**config.mk**
```make
export PLATFORM = sky130hd
export DESIGN_NAME = range_gated_moving_average_unit
export DESIGN_NICKNAME = d
export VERILOG_FILES = /design/src/sv/rgma_pkg.sv /design/src/sv/rgma_ring.sv /design/src/sv/rgma_div.sv /design/src/sv/range_gated_moving_average_unit.sv
export SDC_FILE = /design/constraint.sdc
export NUM_CORES = 1
export LEC_CHECK = 0
export BUFFER_PORTS_ARGS = -buffer_cell sky130_fd_sc_hd__buf_2
export CORE_AREA = 2 2 175 177
export DETAILED_ROUTE_END_ITERATION = 6
export DIE_AREA = 0 0 177 179
export PLACE_DENSITY = 0.74
export SYNTH_ARGS = -nofsm -noshare
export SYNTH_HDL_FRONTEND = slang
export SYNTH_SLANG_ARGS = --single-unit
```
**constraint.sdc**
```tcl
create_clock -name clk -period 4.7 [get_ports clk]
set_input_delay 0.705 -clock clk [delete_from_list [all_inputs] [get_ports clk]]
set_output_delay 0.705 -clock clk [all_outputs]
set_load 0.01 [all_outputs]
```
**src/sv/rgma_pkg.sv**
```systemverilog
// Shared types and constants for the range-gated moving average block.
package rgma_pkg;

  localparam int SAMPLE_W = 16;

  typedef logic signed [SAMPLE_W-1:0] sample_t;

  localparam int CFG_INDEX_W = 1;

  typedef logic [CFG_INDEX_W-1:0] cfg_index_t;

  localparam cfg_index_t REG_UPPER_LIMIT = 1'b0;
  localparam cfg_index_t REG_LOWER_LIMIT = 1'b1;

  localparam sample_t UPPER_LIMIT_RESET = 16'sd10000;
  localparam sample_t LOWER_LIMIT_RESET = -16'sd4000;

endpackage

```
**src/sv/rgma_ring.sv**
```systemverilog
// Sample ring memory: one write port, one read port with registered data.
module rgma_ring #(
  parameter int DEPTH  = 10,
  parameter int ADDR_W = 4
) (
  input  logic                  clk,
  input  logic                  we,
  input  logic [ADDR_W-1:0]     waddr,
  input  rgma_pkg::sample_t     wdata,
  input  logic                  re,
  input  logic [ADDR_W-1:0]     raddr,
  output rgma_pkg::sample_t     rdata
);

  rgma_pkg::sample_t mem [DEPTH];

  always_ff @(posedge clk) begin
    if (we) begin
      mem[waddr] <= wdata;
    end
  end

  always_ff @(posedge clk) begin
    if (re) begin
      rdata <= mem[raddr];
    end
  end

endmodule

```
**src/sv/rgma_div.sv**
```systemverilog
// Serial signed-by-unsigned divider, one quotient bit per cycle, truncating toward zero.
module rgma_div #(
  parameter int SUM_W = 20,
  parameter int DEN_W = 4
) (
  input  logic                    clk,
  input  logic                    rst,
  input  logic                    start,
  input  logic signed [SUM_W-1:0] dividend,
  input  logic [DEN_W-1:0]        divisor,
  output logic                    done,
  output rgma_pkg::sample_t       quotient
);

  localparam int STEP_W = $clog2(SUM_W);

  logic              busy;
  logic [STEP_W-1:0] step;
  logic [DEN_W-1:0]  rem;
  logic [DEN_W-1:0]  rem_next;
  logic [SUM_W-1:0]  quo;
  logic [SUM_W-1:0]  quo_next;
  logic [SUM_W-1:0]  quo_signed;
  logic [DEN_W-1:0]  den;
  logic              neg;
  logic [DEN_W:0]    shifted;
  logic [SUM_W-1:0]  magnitude;

  assign magnitude = dividend[SUM_W-1] ? (~dividend + 1'b1) : dividend;

  always_comb begin
    shifted = {rem, quo[SUM_W-1]};
    if (shifted >= {1'b0, den}) begin
      rem_next = DEN_W'(shifted - {1'b0, den});
      quo_next = {quo[SUM_W-2:0], 1'b1};
    end else begin
      rem_next = shifted[DEN_W-1:0];
      quo_next = {quo[SUM_W-2:0], 1'b0};
    end
  end

  always_ff @(posedge clk) begin
    if (rst) begin
      busy <= 1'b0;
      done <= 1'b0;
      step <= '0;
    end else begin
      done <= 1'b0;
      if (start) begin
        busy <= 1'b1;
        step <= '0;
      end else if (busy) begin
        step <= step + 1'b1;
        if (step == STEP_W'(SUM_W - 1)) begin
          busy <= 1'b0;
          done <= 1'b1;
        end
      end
    end
  end

  always_ff @(posedge clk) begin
    if (start) begin
      rem <= '0;
      quo <= magnitude;
      den <= divisor;
      neg <= dividend[SUM_W-1];
    end else if (busy) begin
      rem <= rem_next;
      quo <= quo_next;
    end
  end

  assign quo_signed = neg ? (~quo + 1'b1) : quo;
  assign quotient   = quo_signed[rgma_pkg::SAMPLE_W-1:0];

endmodule

```
**src/sv/range_gated_moving_average_unit.sv**
```systemverilog
// Range-gated moving average: top level with limit registers, sequencer and output word.
//
// Usage:
//   sample channel (sample_valid/sample_ready/sample) takes one signed reading
//   in hundredths. result channel (result_valid/result_ready/filtered/rejected)
//   returns exactly one word per sample. cfg channel (cfg_valid/cfg_ready,
//   cfg_index, cfg_data) writes upper_limit (index 0) or lower_limit (index 1);
//   it is always ready; the user must write it only while no sample is in
//   flight, since the block itself does not enforce this.
// Flow: an in-range sample is read from the ring, updates the sum, goes
//   through the serial divider and is then loaded into the output word. An
//   out-of-range sample skips the ring read and the update and goes straight
//   to the divider, or straight to the output word when the ring is still
//   empty. The serial divider sets the rate; one sample is processed at a
//   time, and the next is taken only once the sequencer is back in idle.
// Reset clears the limits to 100.00 / -40.00, the fill count, slot and sum;
//   the ring contents are not cleared and are only used once written.
// Stall: the output word holds while result_ready is low; a new sample is
//   still taken, and its result waits until the output word is free.
module range_gated_moving_average_unit #(
  parameter int WINDOW = 10
) (
  input  logic                         clk,
  input  logic                         rst,
  input  logic                         sample_valid,
  output logic                         sample_ready,
  input  rgma_pkg::sample_t            sample,
  output logic                         result_valid,
  input  logic                         result_ready,
  output rgma_pkg::sample_t            filtered,
  output logic                         rejected,
  input  logic                         cfg_valid,
  output logic                         cfg_ready,
  input  rgma_pkg::cfg_index_t         cfg_index,
  input  rgma_pkg::sample_t            cfg_data
);

  localparam int SLOT_W = (WINDOW > 1) ? $clog2(WINDOW) : 1;
  localparam int CNT_W  = $clog2(WINDOW + 1);
  localparam int SUM_W  = rgma_pkg::SAMPLE_W + $clog2(WINDOW);

  localparam logic [1:0] ST_IDLE = 2'd0;
  localparam logic [1:0] ST_UPD  = 2'd1;
  localparam logic [1:0] ST_DIV  = 2'd2;
  localparam logic [1:0] ST_HOLD = 2'd3;

  logic [1:0]              state;
  rgma_pkg::sample_t       upper_limit;
  rgma_pkg::sample_t       lower_limit;
  logic [SLOT_W-1:0]       slot;
  logic [CNT_W-1:0]        fill;
  logic [CNT_W-1:0]        fill_next;
  logic signed [SUM_W-1:0] sum;
  logic signed [SUM_W-1:0] sum_next;
  rgma_pkg::sample_t       sample_hold;
  logic                    rej_hold;
  rgma_pkg::sample_t       pend_val;

  logic                    accept;
  logic                    out_of_range;
  logic                    full;
  logic                    ring_we;
  logic                    ring_re;
  rgma_pkg::sample_t       ring_rdata;
  logic                    div_start;
  logic signed [SUM_W-1:0] div_dividend;
  logic [CNT_W-1:0]        div_divisor;
  logic                    div_done;
  rgma_pkg::sample_t       div_quotient;
  logic                    out_free;

  assign cfg_ready    = 1'b1;
  assign sample_ready = (state == ST_IDLE);
  assign accept       = sample_valid && sample_ready;
  assign out_of_range = (sample > upper_limit) || (sample < lower_limit);
  assign full         = (fill == CNT_W'(WINDOW));
  assign out_free     = !result_valid || result_ready;

  assign ring_re = accept && !out_of_range;
  assign ring_we = (state == ST_UPD);

  assign fill_next = full ? fill : fill + 1'b1;
  assign sum_next  = sum - (full ? SUM_W'(ring_rdata) : '0) + SUM_W'(sample_hold);

  always_comb begin
    div_start    = 1'b0;
    div_dividend = sum;
    div_divisor  = fill;
    if (accept && out_of_range && (fill != '0)) begin
      div_start = 1'b1;
    end else if (state == ST_UPD) begin
      div_start    = 1'b1;
      div_dividend = sum_next;
      div_divisor  = fill_next;
    end
  end

  rgma_ring #(
    .DEPTH  (WINDOW),
    .ADDR_W (SLOT_W)
  ) u_ring (
    .clk   (clk),
    .we    (ring_we),
    .waddr (slot),
    .wdata (sample_hold),
    .re    (ring_re),
    .raddr (slot),
    .rdata (ring_rdata)
  );

  rgma_div #(
    .SUM_W (SUM_W),
    .DEN_W (CNT_W)
  ) u_div (
    .clk      (clk),
    .rst      (rst),
    .start    (div_start),
    .dividend (div_dividend),
    .divisor  (div_divisor),
    .done     (div_done),
    .quotient (div_quotient)
  );

  always_ff @(posedge clk) begin
    if (rst) begin
      upper_limit <= rgma_pkg::UPPER_LIMIT_RESET;
      lower_limit <= rgma_pkg::LOWER_LIMIT_RESET;
    end else if (cfg_valid && cfg_ready) begin
      unique case (cfg_index)
        rgma_pkg::REG_UPPER_LIMIT: upper_limit <= cfg_data;
        rgma_pkg::REG_LOWER_LIMIT: lower_limit <= cfg_data;
        default: ;
      endcase
    end
  end

  always_ff @(posedge clk) begin
    if (rst) begin
      state        <= ST_IDLE;
      slot         <= '0;
      fill         <= '0;
      sum          <= '0;
      result_valid <= 1'b0;
    end else begin
      if ((state == ST_HOLD) && out_free) begin
        result_valid <= 1'b1;
      end else if (result_ready) begin
        result_valid <= 1'b0;
      end
      unique case (state)
        ST_IDLE: begin
          if (accept) begin
            if (!out_of_range) begin
              state <= ST_UPD;
            end else if (fill == '0) begin
              state <= ST_HOLD;
            end else begin
              state <= ST_DIV;
            end
          end
        end
        ST_UPD: begin
          sum   <= sum_next;
          fill  <= fill_next;
          slot  <= (slot == SLOT_W'(WINDOW - 1)) ? '0 : slot + 1'b1;
          state <= ST_DIV;
        end
        ST_DIV: begin
          if (div_done) begin
            state <= ST_HOLD;
          end
        end
        ST_HOLD: begin
          if (out_free) begin
            state <= ST_IDLE;
          end
        end
        default: state <= ST_IDLE;
      endcase
    end
  end

  always_ff @(posedge clk) begin
    if (accept) begin
      sample_hold <= sample;
      rej_hold    <= out_of_range;
      pend_val    <= sample;
    end else if ((state == ST_DIV) && div_done) begin
      pend_val <= div_quotient;
    end
    if ((state == ST_HOLD) && out_free) begin
      filtered <= pend_val;
      rejected <= rej_hold;
    end
  end

  a_fill_bound: assert property (@(posedge clk) disable iff (rst)
    fill <= CNT_W'(WINDOW))
    else $error("fill count above window");

  a_slot_bound: assert property (@(posedge clk) disable iff (rst)
    slot < SLOT_W'(WINDOW) || WINDOW == 1)
    else $error("write slot outside ring");

  a_empty_sum: assert property (@(posedge clk) disable iff (rst)
    (fill == '0) |-> (sum == '0))
    else $error("nonzero sum with empty ring");

  a_done_in_div: assert property (@(posedge clk) disable iff (rst)
    div_done |-> (state == ST_DIV))
    else $error("divider finished outside divide state");

  a_hold_to_word: assert property (@(posedge clk) disable iff (rst)
    (state == ST_HOLD && out_free) |=> (result_valid && state == ST_IDLE))
    else $error("result not loaded into output word");

endmodule
```
==> results.sh <==
export IMPL_route_antenna_remaining_nets=0
export IMPL_cp_slowest_cell="or4b_4"
export IMPL_drt_wirelength_per_cell_um=19.5
export IMPL_p_per_area_nw_per_um2=677
export IMPL_syn_area_per_cell_um2=11.8
export IMPL_fmax_ghz=0.211
export IMPL_worstPathMaxFanout=7
export IMPL_finalSetupViolCount=1
export IMPL_vias_per_cell=5.74
export IMPL_yosysTopAreaCell="edfxtp_1"
export IMPL_syn_nets=1497
export IMPL_antenna_found_initial=0
export IMPL_r2r_cells=20
export IMPL_vias=11009
export IMPL_syn_cell_area_um2=16200
export IMPL_grt_max_degree=57
export IMPL_final_cell_mix="edfxtp_1, nand2_1, inv_1, a21oi_1, nor2_1"
export IMPL_critPathArrivalTime_ns=5.01
export IMPL_pre_cts_slack_ns=-0.294
export IMPL_cp_data_required_time_ns=4.96
export IMPL_num_rows=64
export IMPL_drt_iter0_drc=810
export IMPL_drive_above_1_share_pct=20.5
export IMPL_synth_cell_types=81
export IMPL_synth_cells=1374
export IMPL_regToRegStartpoint="fill[0]"
export IMPL_die_x_um=177
export IMPL_globalplace_congestion=0.901
export IMPL_final_common_cell="edfxtp_1"
export IMPL_antenna_cells=0
export IMPL_cts_hold_buf=0
export IMPL_min_to="upper_limit[4]"
export IMPL_grt_util_all_layers_pct=24.0
export IMPL_clk_latency_ns=0.52
export IMPL_maxSlewHeadroom_pct=29.3
export IMPL_fp_dieArea_um2=31700
export IMPL_worstHoldStart="cfg_data[4]"
export IMPL_min_path_cells=2
export IMPL_rsz0062_at_grt="true"
export IMPL_crit_family="simple AND/OR/NAND/NOR gates"
export IMPL_grt_overflow=0
export IMPL_p_leak_nw=7.08
export IMPL_fin_tns_setup_ns=-0.0436
export IMPL_core_area_um2=30000
export IMPL_fin_nets=1619
export IMPL_status="finished with violations"
export IMPL_clock_skew_ns=0.0115
export IMPL_async_flop_share_pct=0
export IMPL_path_class="flip-flop to flip-flop"
export IMPL_cp_num_buf_inv=4
export IMPL_ios=58
export IMPL_initial_utilization_pct=54.0
export IMPL_clockBufferDepth=3
export IMPL_rrSetupSlack_ns=-0.04
export IMPL_clock_sinks=325
export IMPL_clockRootBuffer="clkbuf_16"
export IMPL_die_h_um=179
export IMPL_timing_final_hold_violations=0
export IMPL_numCtsBuffers=34
export IMPL_wirelength_um=37500
export IMPL_dp_hpwl_um=25700
export IMPL_htree_levels=2
export IMPL_setup_ws_ns=-0.0436
export IMPL_synthFlopType="edfxtp_1"
export IMPL_tritoncts="built"
export IMPL_grt_pass1_vias=11133
export IMPL_synth_area_leaders="edfxtp_1, dfxtp_1, ha_1, mux4_2, a21oi_1"
export IMPL_ys_warn_count=0
export IMPL_yosysSeqAreaShare_pct=55.6
export IMPL_fillers=2292
export IMPL_synth_edf_count=251
export IMPL_hp_class="input port to flip-flop"
export IMPL_synth_top_area_share_pct=46.5
export IMPL_violations="negative setup slack"
export IMPL_firstDrtPassIters=5
export IMPL_r2r_end="u_div.quo[6]"
export IMPL_crit_path_start_kind="flip-flop"
export IMPL_ir_drop_v=0.000379
export IMPL_max_stage_delay_ns=0.52
export IMPL_area_delta_synth_final_pct=16.3
export IMPL_ys_ff_latch=325
export IMPL_cap_violations=0
export IMPL_maxSlewViolCount=0
export IMPL_drc=0
export IMPL_crit_path_end_kind="flip-flop"
export IMPL_clkTransAtPathRegs_ns=0.06
export IMPL_crit_top_cell="ha_4"
export IMPL_layout_min_cycle_time_ns=4.74
export IMPL_portBuffers=56
export IMPL_worstMarginPinSlew_ns=1.06
export IMPL_grt_pass1_wl_um=58800
export IMPL_min_period_over_period_pct=101
export IMPL_path_cells="inv_2 > ha_4 > and3b_2 > and2_4 > fa_1 > inv_1 > ha_4 > o211ai_1 > o211ai_2 > or4b_4 > a21oi_4 > o2111a_1 > nor4b_4 > or3_4 > buf_6 > a221oi_4 > buf_4 > xnor2_2 > nor2_1 > a21oi_1"
kinds of logic (layout without fill, tap and decap cells):
| logic type | after synthesis | in the layout | synth area share (%) |
|---|---|---|---|
| and+or+nand+nor | 382 | 383 | 11.4 |
| DFF | 325 | 325 | 55.6 |
| AOI/OAI and AO/OA | 242 | 242 | 9.58 |
| buffers and inverters | 188 | 335 | 4.47 |
| muxes | 87 | 87 | 7.94 |
| adders and majority gates | 85 | 85 | 7.49 |
| xor gates and xnor gates | 64 | 64 | 3.46 |
| other | 1 | 1 | 0.0231 |
flip-flops by register name, indices dropped and copies added, names as in the netlist:
register      count
state             2
lower_limit      16
u_div.step        5
u_ring.mem      160
u_div.den         4
result_valid      1
rejected          1
sample_hold      16
sum              20
filtered         16
u_div.rem         4
slot              4
fill              4
u_div.busy        1
u_div.neg         1
pend_val         16
u_div.quo        20
u_div.done        1
u_ring.rdata     16
upper_limit      16
rej_hold          1
worst max path at each step:
stage / from / endpoint / slack, ns / cells past startpoint
6_report: fill[0] / u_div.quo[6] / -0.04 / 20
5_1_grt: fill[0] / u_div.quo[6] / -0.20 / 20
4_1_cts: fill[0] / u_div.quo[6] / 0.005 / 20
3_5_place_dp: sample[15] / u_div.quo[18] / -0.29 / 17
3_3_place_gp: sample[15] / u_div.quo[18] / -0.25 / 17
2_1_floorplan: fill[0] / u_div.quo[6] / 0.02 / 21
metal layers:
layer | vias up | track usage (%) | share of wire, %
met5 | - | 0 | 0
met4 | 0 | 7.09 | 2.3
met3 | 65 | 2.95 | 6.2
met2 | 364 | 41.3 | 51
met1 | 5413 | 31.9 | 41
li1 | 5167 | - | -
synthesized netlist by cell type (10+ instances only):
master    instances
mux2i_1          47
and2_1           18
edfxtp_1        251
mux4_2           32
dfxtp_1          74
nor3_1           21
a211oi_1         20
nand2b_1         12
nand3_1          14
nand2_1         122
ha_1             65
xor2_1           29
o21ai_0          33
xnor2_1          35
clkbuf_1         51
inv_1           121
nor2_1          101
nor2b_1          28
a21oi_1         107
a21o_1           12
fa_1             20
nand3b_1         10
nand4_1          13
per-stage QoR:
stage | hold WS, ns | power, mW | std cells | area (um^2) | util (%)
global route | 0.410 | 13.5 | 1918 | 18900 | 62.8
detailed placement | 0.405 | 9.62 | 1841 | 17400 | 57.8
global placement | 0.401 | 9.47 | 1841 | 17400 | 57.8
floorplan | 0.400 | 7.92 | 1374 | 16200 | -
CTS | 0.390 | 12.3 | 1907 | 18500 | 61.7
finish | 0.400 | 12.8 | 1918 | 18900 | 62.8
final cells by class:
cell class,count,area (um^2),share of cell area [%]
Clock buffer,44,950,5.04
Clock inverter,18,145,0.770
Inverter,123,462,2.45
Multi-Input combinational cell,862,6780,36.0
Sequential cell,325,9020,47.9
Tap cell,396,495,2.63
Timing Repair Buffer,150,993,5.27
where the power goes:
part	switching, mW	internal, mW
Sequential	0.458	3.78
Clock	1.11	1.50
Combinational	3.28	2.63
Total	4.85	7.90
timing repair:
action	CTS	global route
resized for setup	10	48
setup endpoints to repair	13	19
cloned	1	0
buffers inserted	3	12
pin swaps	8	28
(Power assumes the default switching activity.)
